==> config.mk <==
export PLATFORM = sky130hd
export DESIGN_NAME = piecewise_color_gradient
export DESIGN_NICKNAME = d
export VERILOG_FILES = /design/src/pcg_pkg.sv /design/src/pcg_div.sv /design/src/piecewise_color_gradient.sv
export SDC_FILE = /design/constraint.sdc
export NUM_CORES = 2
export LEC_CHECK = 0
export ABC_CLOCK_PERIOD_IN_PS = 22700
export BUFFER_PORTS_ARGS = -buffer_cell sky130_fd_sc_hd__buf_2
export CAP_MARGIN = 20
export CORE_MARGIN = 1
export CORE_UTILIZATION = 30
export DETAILED_ROUTE_END_ITERATION = 7
export PLACE_DENSITY = 0.54
export SLEW_MARGIN = 20
export SYNTH_ARGS = -nofsm -noshare
export SYNTH_HDL_FRONTEND = slang
export SYNTH_SLANG_ARGS = --single-unit
==> constraint.sdc <==
create_clock -name aclk -period 22.7 [get_ports aclk]
set_input_delay 3.405 -clock aclk [delete_from_list [all_inputs] [get_ports aclk]]
set_output_delay 3.405 -clock aclk [all_outputs]
set_load 0.05 [all_outputs]
==> src/pcg_pkg.sv <==
// ----------------------------------------------------------------------------
// pcg_pkg
// Shared types, constants and helper functions of the color gradient block.
// ----------------------------------------------------------------------------
package pcg_pkg;

    // field widths
    localparam int POS_W   = 16;
    localparam int COLOR_W = 20;
    localparam int CH_W    = 7;
    localparam int Q1_W    = 14;
    localparam int NUM_W   = 23;
    localparam int DEN_W   = 16;

    // decimal packing weights and channel limit
    localparam int DEC_R  = 10000;
    localparam int DEC_G  = 100;
    localparam int CH_MAX = 99;

    // floor(x/100) = (x * RECIP_100) >> RECIP_SHIFT, exact for x < 2**20
    localparam logic [20:0] RECIP_100   = 21'd1342178;
    localparam int          RECIP_SHIFT = 27;
    localparam int          PROD_W      = 41;

    // item kinds
    localparam logic KIND_LOAD  = 1'b0;
    localparam logic KIND_QUERY = 1'b1;

    // one breakpoint as held in the table, color already split into channels
    typedef struct packed {
        logic signed [POS_W-1:0] pos;
        logic [CH_W-1:0]         r;
        logic [CH_W-1:0]         g;
        logic [CH_W-1:0]         b;
    } point_t;

    // divider request and response
    typedef struct packed {
        logic              start;
        logic [NUM_W-1:0]  num;
        logic [DEN_W-1:0]  den;
    } div_req_t;

    typedef struct packed {
        logic              done;
        logic [CH_W-1:0]   quot;
    } div_rsp_t;

    // quotient by 100 through a reciprocal multiply
    function automatic logic [Q1_W-1:0] div100(input logic [COLOR_W-1:0] x);
        logic [PROD_W-1:0] prod;
        prod = PROD_W'(x) * PROD_W'(RECIP_100);
        return prod[PROD_W-1 -: Q1_W];
    endfunction

    // keep a channel within 0..99
    function automatic logic [CH_W-1:0] clamp_ch(input logic [CH_W-1:0] c);
        return (c > CH_W'(CH_MAX)) ? CH_W'(CH_MAX) : c;
    endfunction

    // repack three channels as r*10000 + g*100 + b
    function automatic logic [COLOR_W-1:0] pack_rgb(input logic [CH_W-1:0] r,
                                                   input logic [CH_W-1:0] g,
                                                   input logic [CH_W-1:0] b);
        return COLOR_W'(r) * COLOR_W'(DEC_R) + COLOR_W'(g) * COLOR_W'(DEC_G)
               + COLOR_W'(b);
    endfunction

endpackage

==> src/pcg_div.sv <==
// ----------------------------------------------------------------------------
// pcg_div
// Restoring divider, one quotient bit per cycle. The quotient is known to
// stay below 128, so seven steps cover it.
// ----------------------------------------------------------------------------
module pcg_div (
    input  logic               aclk,
    input  logic               aresetn,
    input  pcg_pkg::div_req_t  req,
    output pcg_pkg::div_rsp_t  rsp
);

    logic                        busy_reg;
    logic                        done_reg;
    logic [2:0]                  bit_reg;
    logic [pcg_pkg::NUM_W-1:0]   rem_reg;
    logic [pcg_pkg::DEN_W-1:0]   den_reg;
    logic [pcg_pkg::CH_W-1:0]    quot_reg;

    logic [pcg_pkg::NUM_W-1:0]   shifted;
    logic                        fits;

    // trial subtract of the shifted divisor
    assign shifted = pcg_pkg::NUM_W'(den_reg) << bit_reg;
    assign fits    = (rem_reg >= shifted);

    // control
    always_ff @(posedge aclk) begin
        if (!aresetn) begin
            busy_reg <= 1'b0;
            done_reg <= 1'b0;
        end else begin
            done_reg <= 1'b0;
            if (req.start) begin
                busy_reg <= 1'b1;
            end else if (busy_reg && bit_reg == 3'd0) begin
                busy_reg <= 1'b0;
                done_reg <= 1'b1;
            end
        end
    end

    // datapath
    always_ff @(posedge aclk) begin
        if (req.start) begin
            rem_reg  <= req.num;
            den_reg  <= req.den;
            bit_reg  <= 3'(pcg_pkg::CH_W - 1);
            quot_reg <= '0;
        end else if (busy_reg) begin
            if (fits) begin
                rem_reg           <= rem_reg - shifted;
                quot_reg[bit_reg] <= 1'b1;
            end
            bit_reg <= bit_reg - 3'd1;
        end
    end

    assign rsp.done = done_reg;
    assign rsp.quot = quot_reg;

endmodule

==> src/piecewise_color_gradient.sv <==
// ----------------------------------------------------------------------------
// piecewise_color_gradient
// Maps a signed value to a decimal packed color by linear interpolation
// between breakpoints held in a small table.
// ----------------------------------------------------------------------------
// One item is worked on at a time; the result register lets the next item in
// while a result waits. A load holds s_ready low through S_LD_Q1, S_LD_Q2 and
// S_LD_WR after its acceptance: two reciprocal multiplies split the color
// into channels before the table write. A query reads the table one entry
// per cycle through its single read port. A hit that lands exactly on a
// breakpoint goes from S_SCAN through S_PACK and S_OUT to the result
// register; any other hit first passes S_MUL and S_DIV for each of the three
// channels in turn, in the shared 7-step divider. A query that finds no
// segment scans all n entries, n being points_in_use saturated to MAX_POINTS,
// before S_OUT (no scan when fewer than two points are in use). S_OUT holds a
// result while a previous result still waits for m_ready. The table has no
// reset; a slot must be loaded before a query reaches it.
// ----------------------------------------------------------------------------
module piecewise_color_gradient #(
    parameter int MAX_POINTS = 8
) (
    input  logic                               aclk,
    input  logic                               aresetn,
    // configuration
    input  logic                               cfg_wr_en,
    input  logic [3:0]                         cfg_wr_data,
    // input items
    input  logic                               s_valid,
    output logic                               s_ready,
    input  logic                               s_kind,
    input  logic [2:0]                         s_point_index,
    input  logic signed [pcg_pkg::POS_W-1:0]   s_point_position,
    input  logic [pcg_pkg::COLOR_W-1:0]        s_point_color,
    input  logic signed [pcg_pkg::POS_W-1:0]   s_query_value,
    // result items
    output logic                               m_valid,
    input  logic                               m_ready,
    output logic [pcg_pkg::COLOR_W-1:0]        m_color,
    output logic                               m_in_range
);

    localparam int IDX_W = $clog2(MAX_POINTS);
    localparam int CNT_W = $clog2(MAX_POINTS + 1);

    typedef enum logic [3:0] {
        S_IDLE, S_LD_Q1, S_LD_Q2, S_LD_WR, S_SCAN, S_MUL, S_DIV, S_PACK, S_OUT
    } state_t;

    state_t state_reg;

    // configuration
    logic [3:0]                        pu_reg;
    logic [6:0]                        pu_wide;
    logic [6:0]                        cnt_wide;
    logic [CNT_W-1:0]                  count;

    // breakpoint table
    pcg_pkg::point_t                   mem [MAX_POINTS];
    pcg_pkg::point_t                   rd_data_reg;
    pcg_pkg::point_t                   wr_data;
    logic [IDX_W-1:0]                  rd_addr;
    logic                              mem_we;

    // load path
    logic [pcg_pkg::COLOR_W-1:0]       ld_color_reg;
    logic signed [pcg_pkg::POS_W-1:0]  ld_pos_reg;
    logic [IDX_W-1:0]                  ld_slot_reg;
    logic                              ld_ok_reg;
    logic [pcg_pkg::Q1_W-1:0]          q1_reg;
    logic [pcg_pkg::CH_W-1:0]          q2_reg;
    logic [pcg_pkg::CH_W-1:0]          lb_reg;
    logic [6:0]                        slot_wide;
    logic [pcg_pkg::COLOR_W-1:0]       dv_in;
    logic [pcg_pkg::Q1_W-1:0]          dv_q;
    logic [pcg_pkg::COLOR_W-1:0]       blue_full;
    logic [pcg_pkg::Q1_W-1:0]          green_full;

    // query path
    logic signed [pcg_pkg::POS_W-1:0]  v_reg;
    pcg_pkg::point_t                   prev_reg;
    logic [CNT_W-1:0]                  k_reg;
    logic [CNT_W-1:0]                  k_plus1;
    logic                              hit;
    logic signed [pcg_pkg::POS_W:0]    a_full;
    logic signed [pcg_pkg::POS_W:0]    wb_full;
    logic signed [pcg_pkg::POS_W:0]    den_full;
    logic [pcg_pkg::DEN_W-1:0]         a_reg;
    logic [pcg_pkg::DEN_W-1:0]         wb_reg;
    logic [pcg_pkg::DEN_W-1:0]         den_reg;
    logic [pcg_pkg::CH_W-1:0]          c1_reg [3];
    logic [pcg_pkg::CH_W-1:0]          c2_reg [3];
    logic [pcg_pkg::CH_W-1:0]          res_reg [3];
    logic [1:0]                        ch_reg;
    logic [pcg_pkg::NUM_W-1:0]         num;

    // result register
    logic                              m_valid_reg;
    logic [pcg_pkg::COLOR_W-1:0]       m_color_reg;
    logic                              m_in_range_reg;
    logic [pcg_pkg::COLOR_W-1:0]       res_color_reg;
    logic                              res_in_range_reg;

    pcg_pkg::div_req_t                 div_req;
    pcg_pkg::div_rsp_t                 div_rsp;

    // points in use, saturated to the table depth
    assign pu_wide  = 7'(pu_reg);
    assign cnt_wide = (pu_wide > 7'(MAX_POINTS)) ? 7'(MAX_POINTS) : pu_wide;
    assign count    = cnt_wide[CNT_W-1:0];

    // handshake
    assign s_ready    = (state_reg == S_IDLE);
    assign m_valid    = m_valid_reg;
    assign m_color    = m_color_reg;
    assign m_in_range = m_in_range_reg;

    // shared divide-by-100 for channel extraction
    assign dv_in      = (state_reg == S_LD_Q1) ? ld_color_reg
                                               : pcg_pkg::COLOR_W'(q1_reg);
    assign dv_q       = pcg_pkg::div100(dv_in);
    assign blue_full  = ld_color_reg
                        - pcg_pkg::COLOR_W'(q1_reg) * pcg_pkg::COLOR_W'(pcg_pkg::DEC_G);
    assign green_full = q1_reg
                        - pcg_pkg::Q1_W'(q2_reg) * pcg_pkg::Q1_W'(pcg_pkg::DEC_G);
    assign slot_wide  = 7'(s_point_index);

    // table write data
    always_comb begin
        wr_data.pos = ld_pos_reg;
        wr_data.r   = (q2_reg >= pcg_pkg::CH_W'(pcg_pkg::DEC_G))
                      ? q2_reg - pcg_pkg::CH_W'(pcg_pkg::DEC_G) : q2_reg;
        wr_data.g   = green_full[pcg_pkg::CH_W-1:0];
        wr_data.b   = lb_reg;
    end

    assign mem_we  = (state_reg == S_LD_WR) && ld_ok_reg;
    assign k_plus1 = k_reg + CNT_W'(1);
    assign rd_addr = (state_reg == S_SCAN) ? k_plus1[IDX_W-1:0] : '0;

    // breakpoint table, one write and one registered read port
    always_ff @(posedge aclk) begin
        if (mem_we) begin
            mem[ld_slot_reg] <= wr_data;
        end
        rd_data_reg <= mem[rd_addr];
    end

    // segment test against the previous and current entry
    assign hit      = (prev_reg.pos <= v_reg) && (v_reg <= rd_data_reg.pos);
    assign a_full   = (pcg_pkg::POS_W+1)'(rd_data_reg.pos) - (pcg_pkg::POS_W+1)'(v_reg);
    assign wb_full  = (pcg_pkg::POS_W+1)'(v_reg) - (pcg_pkg::POS_W+1)'(prev_reg.pos);
    assign den_full = (pcg_pkg::POS_W+1)'(rd_data_reg.pos)
                      - (pcg_pkg::POS_W+1)'(prev_reg.pos);

    // weighted channel sum fed to the divider
    assign num = pcg_pkg::NUM_W'(c1_reg[ch_reg]) * pcg_pkg::NUM_W'(a_reg)
               + pcg_pkg::NUM_W'(c2_reg[ch_reg]) * pcg_pkg::NUM_W'(wb_reg);

    assign div_req.start = (state_reg == S_MUL);
    assign div_req.num   = num;
    assign div_req.den   = den_reg;

    pcg_div u_div (
        .aclk    (aclk),
        .aresetn (aresetn),
        .req     (div_req),
        .rsp     (div_rsp)
    );

    // sequencer with registered outputs
    always_ff @(posedge aclk) begin
        if (!aresetn) begin
            state_reg      <= S_IDLE;
            pu_reg         <= 4'd2;
            m_valid_reg    <= 1'b0;
        end else begin
            if (cfg_wr_en) begin
                pu_reg <= cfg_wr_data;
            end
            // the output state decides on its own whether the register refills
            if (m_ready && state_reg != S_OUT) begin
                m_valid_reg <= 1'b0;
            end
            case (state_reg)
                S_IDLE: begin
                    if (s_valid) begin
                        if (s_kind == pcg_pkg::KIND_LOAD) begin
                            ld_color_reg <= s_point_color;
                            ld_pos_reg   <= s_point_position;
                            ld_slot_reg  <= slot_wide[IDX_W-1:0];
                            ld_ok_reg    <= (slot_wide < 7'(MAX_POINTS));
                            state_reg    <= S_LD_Q1;
                        end else begin
                            v_reg <= s_query_value;
                            k_reg <= '0;
                            if (count < CNT_W'(2)) begin
                                res_color_reg    <= '0;
                                res_in_range_reg <= 1'b0;
                                state_reg        <= S_OUT;
                            end else begin
                                state_reg <= S_SCAN;
                            end
                        end
                    end
                end
                S_LD_Q1: begin
                    q1_reg    <= dv_q;
                    state_reg <= S_LD_Q2;
                end
                S_LD_Q2: begin
                    q2_reg    <= dv_q[pcg_pkg::CH_W-1:0];
                    lb_reg    <= blue_full[pcg_pkg::CH_W-1:0];
                    state_reg <= S_LD_WR;
                end
                S_LD_WR: begin
                    state_reg <= S_IDLE;
                end
                S_SCAN: begin
                    if (k_reg == '0) begin
                        prev_reg <= rd_data_reg;
                        k_reg    <= k_plus1;
                    end else if (hit) begin
                        a_reg     <= a_full[pcg_pkg::DEN_W-1:0];
                        wb_reg    <= wb_full[pcg_pkg::DEN_W-1:0];
                        den_reg   <= den_full[pcg_pkg::DEN_W-1:0];
                        c1_reg[0] <= prev_reg.r;
                        c1_reg[1] <= prev_reg.g;
                        c1_reg[2] <= prev_reg.b;
                        c2_reg[0] <= rd_data_reg.r;
                        c2_reg[1] <= rd_data_reg.g;
                        c2_reg[2] <= rd_data_reg.b;
                        ch_reg    <= 2'd0;
                        // exact hit on a breakpoint skips the divider
                        if (v_reg == prev_reg.pos) begin
                            res_reg[0] <= prev_reg.r;
                            res_reg[1] <= prev_reg.g;
                            res_reg[2] <= prev_reg.b;
                            state_reg  <= S_PACK;
                        end else if (v_reg == rd_data_reg.pos) begin
                            res_reg[0] <= rd_data_reg.r;
                            res_reg[1] <= rd_data_reg.g;
                            res_reg[2] <= rd_data_reg.b;
                            state_reg  <= S_PACK;
                        end else begin
                            state_reg <= S_MUL;
                        end
                    end else if (k_plus1 == count) begin
                        res_color_reg    <= '0;
                        res_in_range_reg <= 1'b0;
                        state_reg        <= S_OUT;
                    end else begin
                        prev_reg <= rd_data_reg;
                        k_reg    <= k_plus1;
                    end
                end
                S_MUL: begin
                    state_reg <= S_DIV;
                end
                S_DIV: begin
                    if (div_rsp.done) begin
                        res_reg[ch_reg] <= pcg_pkg::clamp_ch(div_rsp.quot);
                        if (ch_reg == 2'd2) begin
                            state_reg <= S_PACK;
                        end else begin
                            ch_reg    <= ch_reg + 2'd1;
                            state_reg <= S_MUL;
                        end
                    end
                end
                S_PACK: begin
                    res_color_reg    <= pcg_pkg::pack_rgb(res_reg[0], res_reg[1],
                                                          res_reg[2]);
                    res_in_range_reg <= 1'b1;
                    state_reg        <= S_OUT;
                end
                S_OUT: begin
                    if (!m_valid_reg || m_ready) begin
                        m_valid_reg    <= 1'b1;
                        m_color_reg    <= res_color_reg;
                        m_in_range_reg <= res_in_range_reg;
                        state_reg      <= S_IDLE;
                    end
                end
                default: begin
                    state_reg <= S_IDLE;
                end
            endcase
        end
    end

    // divider answers only while a channel is being divided
    a_div_done_in_div: assert property (@(posedge aclk) disable iff (!aresetn)
        div_rsp.done |-> state_reg == S_DIV)
        else $error("divider finished outside the divide state");

    // a new result item appears only from the output state
    a_result_from_out: assert property (@(posedge aclk) disable iff (!aresetn)
        $rose(m_valid_reg) |-> $past(state_reg) == S_OUT)
        else $error("result item raised outside the output state");

    // the scan never runs past the points in use
    a_scan_bound: assert property (@(posedge aclk) disable iff (!aresetn)
        state_reg == S_SCAN |-> k_reg < count)
        else $error("segment scan ran past the points in use");

endmodule
# == After elaboration in Yosys (flattened, before gate mapping) ==
# Memory sizes are Yosys's and may differ from the RTL's. A register that Yosys moved wholly into a read port is not among the register bits.
# Cells that the tools add are included.
# totals
elab_cells,219
memories,4
out_inout_bits,23
ram_bits,359
reg_bits,277
# memory_table
name,words,width,rd,rd_ports_with_merged_regs,wr,line_no,text
mem,8,37,1,1,1,piecewise_color_gradient.sv:58,pcg_pkg::point_t mem [MAX_POINTS];
c1_reg,3,7,1,1,3,piecewise_color_gradient.sv:90,logic [pcg_pkg::CH_W-1:0] c1_reg [3];
c2_reg,3,7,1,1,3,piecewise_color_gradient.sv:91,logic [pcg_pkg::CH_W-1:0] c2_reg [3];
res_reg,3,7,3,0,3,piecewise_color_gradient.sv:92,logic [pcg_pkg::CH_W-1:0] res_reg [3];
# classes
reduce_logical,31
bitwise,7
eq_ne,28
magnitude_cmp,10
n_addsub,13
n_mul,7
mux,88
shift,1
# op_table
cell,n
20-bit two-way mux,7
37-bit two-way mux,3
23-bit two-way mux,3
20-bit case mux with 3 select lines,1
4-bit two-way mux,14
16-bit subtractor,3
7-bit by 16-bit multiplier with 23-bit output,2
7-bit two-way mux,6
20-bit by 20-bit multiplier with 40-bit output (second input constant),1
1-bit two-way mux,38
16-bit == test,2
16-bit less-or-equal comparator,2
4-bit case mux with 8 select lines,1
23-bit adder,1
23-bit greater-or-equal comparator,1
16-bit by 3-bit << shifter with 23-bit output,1
23-bit subtractor,1
20-bit by 14-bit adder with 20-bit output,1
20-bit by 7-bit adder with 20-bit output,1
2-bit two-way mux,10
4-bit by 3-bit == test with 1-bit output (second input constant),4
7-bit by 10-bit multiplier with 16-bit output (second input constant),1
4-bit AND reduction,4
14-bit by 5-bit multiplier with 5-bit output (second input constant),1
other kinds (45),76

# == Depth between registers and ports, before layout ==
# depth
word_depth,10
depth_mapped,28
depth_no_buf,26

# == By module ==
# From an unflattened synthesis, not the netlist that was laid out.
# hier_totals
cells_unflattened,4017
area_unflattened_um2,45982.9
# modules_own_cells
module,cells_per_inst,area_per_inst_um2,instances,seq_area_each_um2
piecewise_color_gradient,3619,42175.4,1,18227.5
pcg_div,398,3807.4,1,1411.4

# == Worst setup path after synthesis ==
# OpenSTA, ideal clock, no wires.
# synth_path
path_type,register to register
start,register state_reg[2]
end,register q1_reg[10] (netlist name) (data pin)
arrival_time_ps,7165
synth_period_minus_slack_ps,7426
setup_time_ps,261
required_time_ps,22439
stages_incl_launch_ff,25
setup_slack_ps,15274
cell_sequence,dfxtp_1 -> buf_2 -> nor4b_4 -> clkbuf_1 -> mux2i_1 -> inv_1 -> ha_1 -> inv_1 -> fa_1 -> fa_1 -> fa_1 -> inv_1 -> fa_1 -> fa_1 -> inv_1 -> fa_1 -> inv_1 -> ha_1 -> nand4_1 -> nor3_1 -> o211ai_1 -> a311o_1 -> a41oi_2 -> a31oi_1 -> a311o_1
# synth_via
elab_chain_cells,3
# synth_rtl
element,line_no,text
"start, declared",piecewise_color_gradient.sv:49,state_t state_reg;
"start signal, assigned",piecewise_color_gradient.sv:173,state_reg <= S_IDLE;
"start signal, assigned",piecewise_color_gradient.sv:192,state_reg <= S_LD_Q1;
"start signal, assigned",piecewise_color_gradient.sv:199,state_reg <= S_OUT;
4-bit by 1-bit == test with 1-bit output,piecewise_color_gradient.sv:118,assign dv_in = (state_reg == S_LD_Q1) ? ld_color_reg
20-bit two-way mux,piecewise_color_gradient.sv:118,
20-bit by 20-bit multiplier with 40-bit output,pcg_pkg.sv:52,prod = PROD_W'(x) * PROD_W'(RECIP_100);
net dv_q (one bit),piecewise_color_gradient.sv:74,logic [pcg_pkg::Q1_W-1:0] dv_q;
"end signal, assigned",piecewise_color_gradient.sv:207,q1_reg <= dv_q;
"end, declared",piecewise_color_gradient.sv:69,logic [pcg_pkg::Q1_W-1:0] q1_reg;
# The timed path passes the listed nets, and every way through them passes these cells.
# A chain may end at the register's enable or synchronous reset.

# == Worst setup path in the final report ==
# layout_path
start,register state_reg[1]
end,register q1_reg[10] (netlist name) (data pin)
# Same word-level chain as after synthesis.

==> metrics.txt <==
Main synth FF type edfxtp_1; max cap viols 0; commonest non-fill, non-tap cells in the layout inv_1 (615), edfxtp_1 (614), ha_1 (459), fa_1 (340), nand2_1 (304); Synth-to-Final Area Change 12.1%; vias in the first global route 29.8k; Data arrival, critical path 8.42 ns; Mean Syn Cell Area 11.5 um2; hpwl dp 84400 um; Seq cells post-synth 674; drc violations 0; Hold WC Path Type reg2reg; startpoint types register; via count 28.9k; crit end category register; share of the synthesized area in the top cell type 40.2%; die area 154000 um2; required time worst endpoint 23.11 ns; Slew Limit Fails 0; antenna violations before repair 6; CTS Hold Bufs 0; routed wire length 112000 um; Final Hold Violating Endpoints 0; crit-path max FO 25; largest net degree at the start of global routing 79; Pre-antenna DRT Iters 6; CTS max path bufs 3; worst hold path depth 0; Num CTS Buffers 75; final hold slack 0.409 ns; post-route ant nets 0; sequential fraction of the synthesis area 42.8%; Synth async-reset ratio 0%; commonest non-fill, non-tap cell in the layout inv_1; cell taking the most area after synthesis edfxtp_1; final core occ 33.8%; crit path time final 8.01 ns; WL/cell 18.2 um; Worst Reg-to-Reg Cells 23; H-tree levels 3; syn nets 4835; number of enable flip-flop cells after synthesis 614; # setup viols final 0; initial drt markers 1648; gpl congestion 0.896; clock skew 0.0238 ns; Crit Path Class reg2reg; chip height 393 um; CTS tree yes; PortBufs 87; RSZ-0062 raised after global routing no; first-pass GRT wire length 175000 um; overall fraction of global-route tracks in use 14.8%; CORE AREA 152000 um2; Starting Density 30.2%; Mapped Cells 3971; synth top area cells edfxtp_1 (40%), fa_1 (15%), ha_1 (13%); Yosys warning count 0; clock sinks 674; Clk Latency, worst-skew pair 0.66 ns; fmax 125 MHz; layout cell share with drive strength beyond 1 7.60%; Slew headroom 25.5%; Worst Tran Pin Value 1.12 ns; Setup Fix Bufs, Post-CTS 0; Cell Rows 143; status complete, no violations; Largest register FFs 296; final period utilization 35.3%; chip width 393 um; total negative slack 0 ns; Netlist cell types 79; root buf cell clkbuf_16; I/O pin total 88; post-CTS sizing 0; Reg clk slew, reported paths 0.06 ns; Layout Nets 4921; mapped cell area 45900 um2; vias per inst 4.69; grt ovf 0
[critical path, stage by stage, from the launching register on]
cell and delay [ns]:
dfxtp_1 0.45, nor4b_4 0.31, buf_4 0.37, mux2i_1 0.51
inv_1 0.32, ha_1 0.39, inv_1 0.05, fa_1 0.46
fa_1 0.50, fa_1 0.55, inv_1 0.05, fa_1 0.45
fa_1 0.49, inv_1 0.06, fa_1 0.50, inv_1 0.04
ha_1 0.30, nand4_1 0.15, nor3_1 0.30, o211ai_1 0.14
a311o_1 0.32, a41oi_2 0.38, a31oi_1 0.26, a311o_1 0.37
[through the flow]
step           std cells  instance area, um2  worst slack, ns
2_1_floorplan       3971               45900            15.27
3_3_place_gp        6010               48800            14.85
3_5_place_dp        6010               48800            14.70
4_1_cts             6150               51400            14.69
5_1_grt             6150               51400            14.13
6_report            6151               51400            14.69
[layer usage]
| metal | up-vias | track usage (%) | part of all wire [%] |
|---|---|---|---|
| met5 | - | 0 | 0.019 |
| met4 | 4 | 3.60 | 2.2 |
| met3 | 136 | 2.83 | 4.9 |
| met2 | 503 | 24.1 | 46 |
| met1 | 14300 | 20.1 | 47 |
| li1 | 13900 | - | - |
[kinds of logic (layout without fill, tap and decap cells)]
group | count (synthesis) | after routing | synth area share, %
other | 0 | 1 | 0
adders and majority gates | 799 | 799 | 27.4
AOI/OAI and AO/OA | 624 | 624 | 9.06
DFF | 674 | 674 | 42.8
buffers and inverters | 741 | 890 | 6.08
muxes | 93 | 93 | 2.35
and+or+nand+nor | 909 | 909 | 9.82
xor gates and xnor gates | 131 | 131 | 2.50
[cell usage after synthesis (6+ instances only)]
master / count
inv_1: 619
edfxtp_1: 614
ha_1: 459
fa_1: 340
nand2_1: 306
nor2_1: 167
and2_1: 149
a21oi_1: 137
clkbuf_1: 106
xnor2_1: 90
a31oi_1: 87
or3_1: 87
o211ai_1: 85
o21ai_0: 83
mux2i_1: 75
dfxtp_1: 60
a211oi_1: 50
a21o_1: 45
nor3_1: 42
xor2_1: 41
nand4_1: 26
o21a_1: 24
nor2b_1: 21
nand2b_1: 19
and3_1: 17
nand3_1: 17
and2_0: 16
o21bai_1: 16
a21boi_0: 14
mux4_2: 11
nor3b_1: 10
o31ai_1: 10
a31o_2: 9
buf_1: 9
mux2_2: 7
nor4_1: 7
a2111oi_0: 6
o31a_1: 6
o41ai_1: 6
or4_1: 6
[cell type report]
class,instances,area (um2)
Clock inverter,48,576
Clock buffer,92,2010
Sequential cell,674,19600
Timing Repair Buffer,129,751
Inverter,621,2330
Antenna cell,1,2.50
Fill cell,15100,101000
Multi-Input combinational cell,2556,23500
Tap cell,2030,2540
[path summary, 6_finish.rpt]
path	to	startpoint	slack (ns)
min	u_div.den_reg[5]$_DFFE_PP_	den_reg[5]$_DFFE_PP_	0.41
min reg2reg	u_div.den_reg[5]$_DFFE_PP_	den_reg[5]$_DFFE_PP_	0.41
max reg2reg	q1_reg[10]$_DFFE_PP_	state_reg[1]$_SDFFE_PN0P_	14.69
max	q1_reg[10]$_DFFE_PP_	state_reg[1]$_SDFFE_PN0P_	14.69
Power is left out: the tool's default activity adds up to more than one toggle a clock period on the data nets, which glitch-free logic cannot reach.
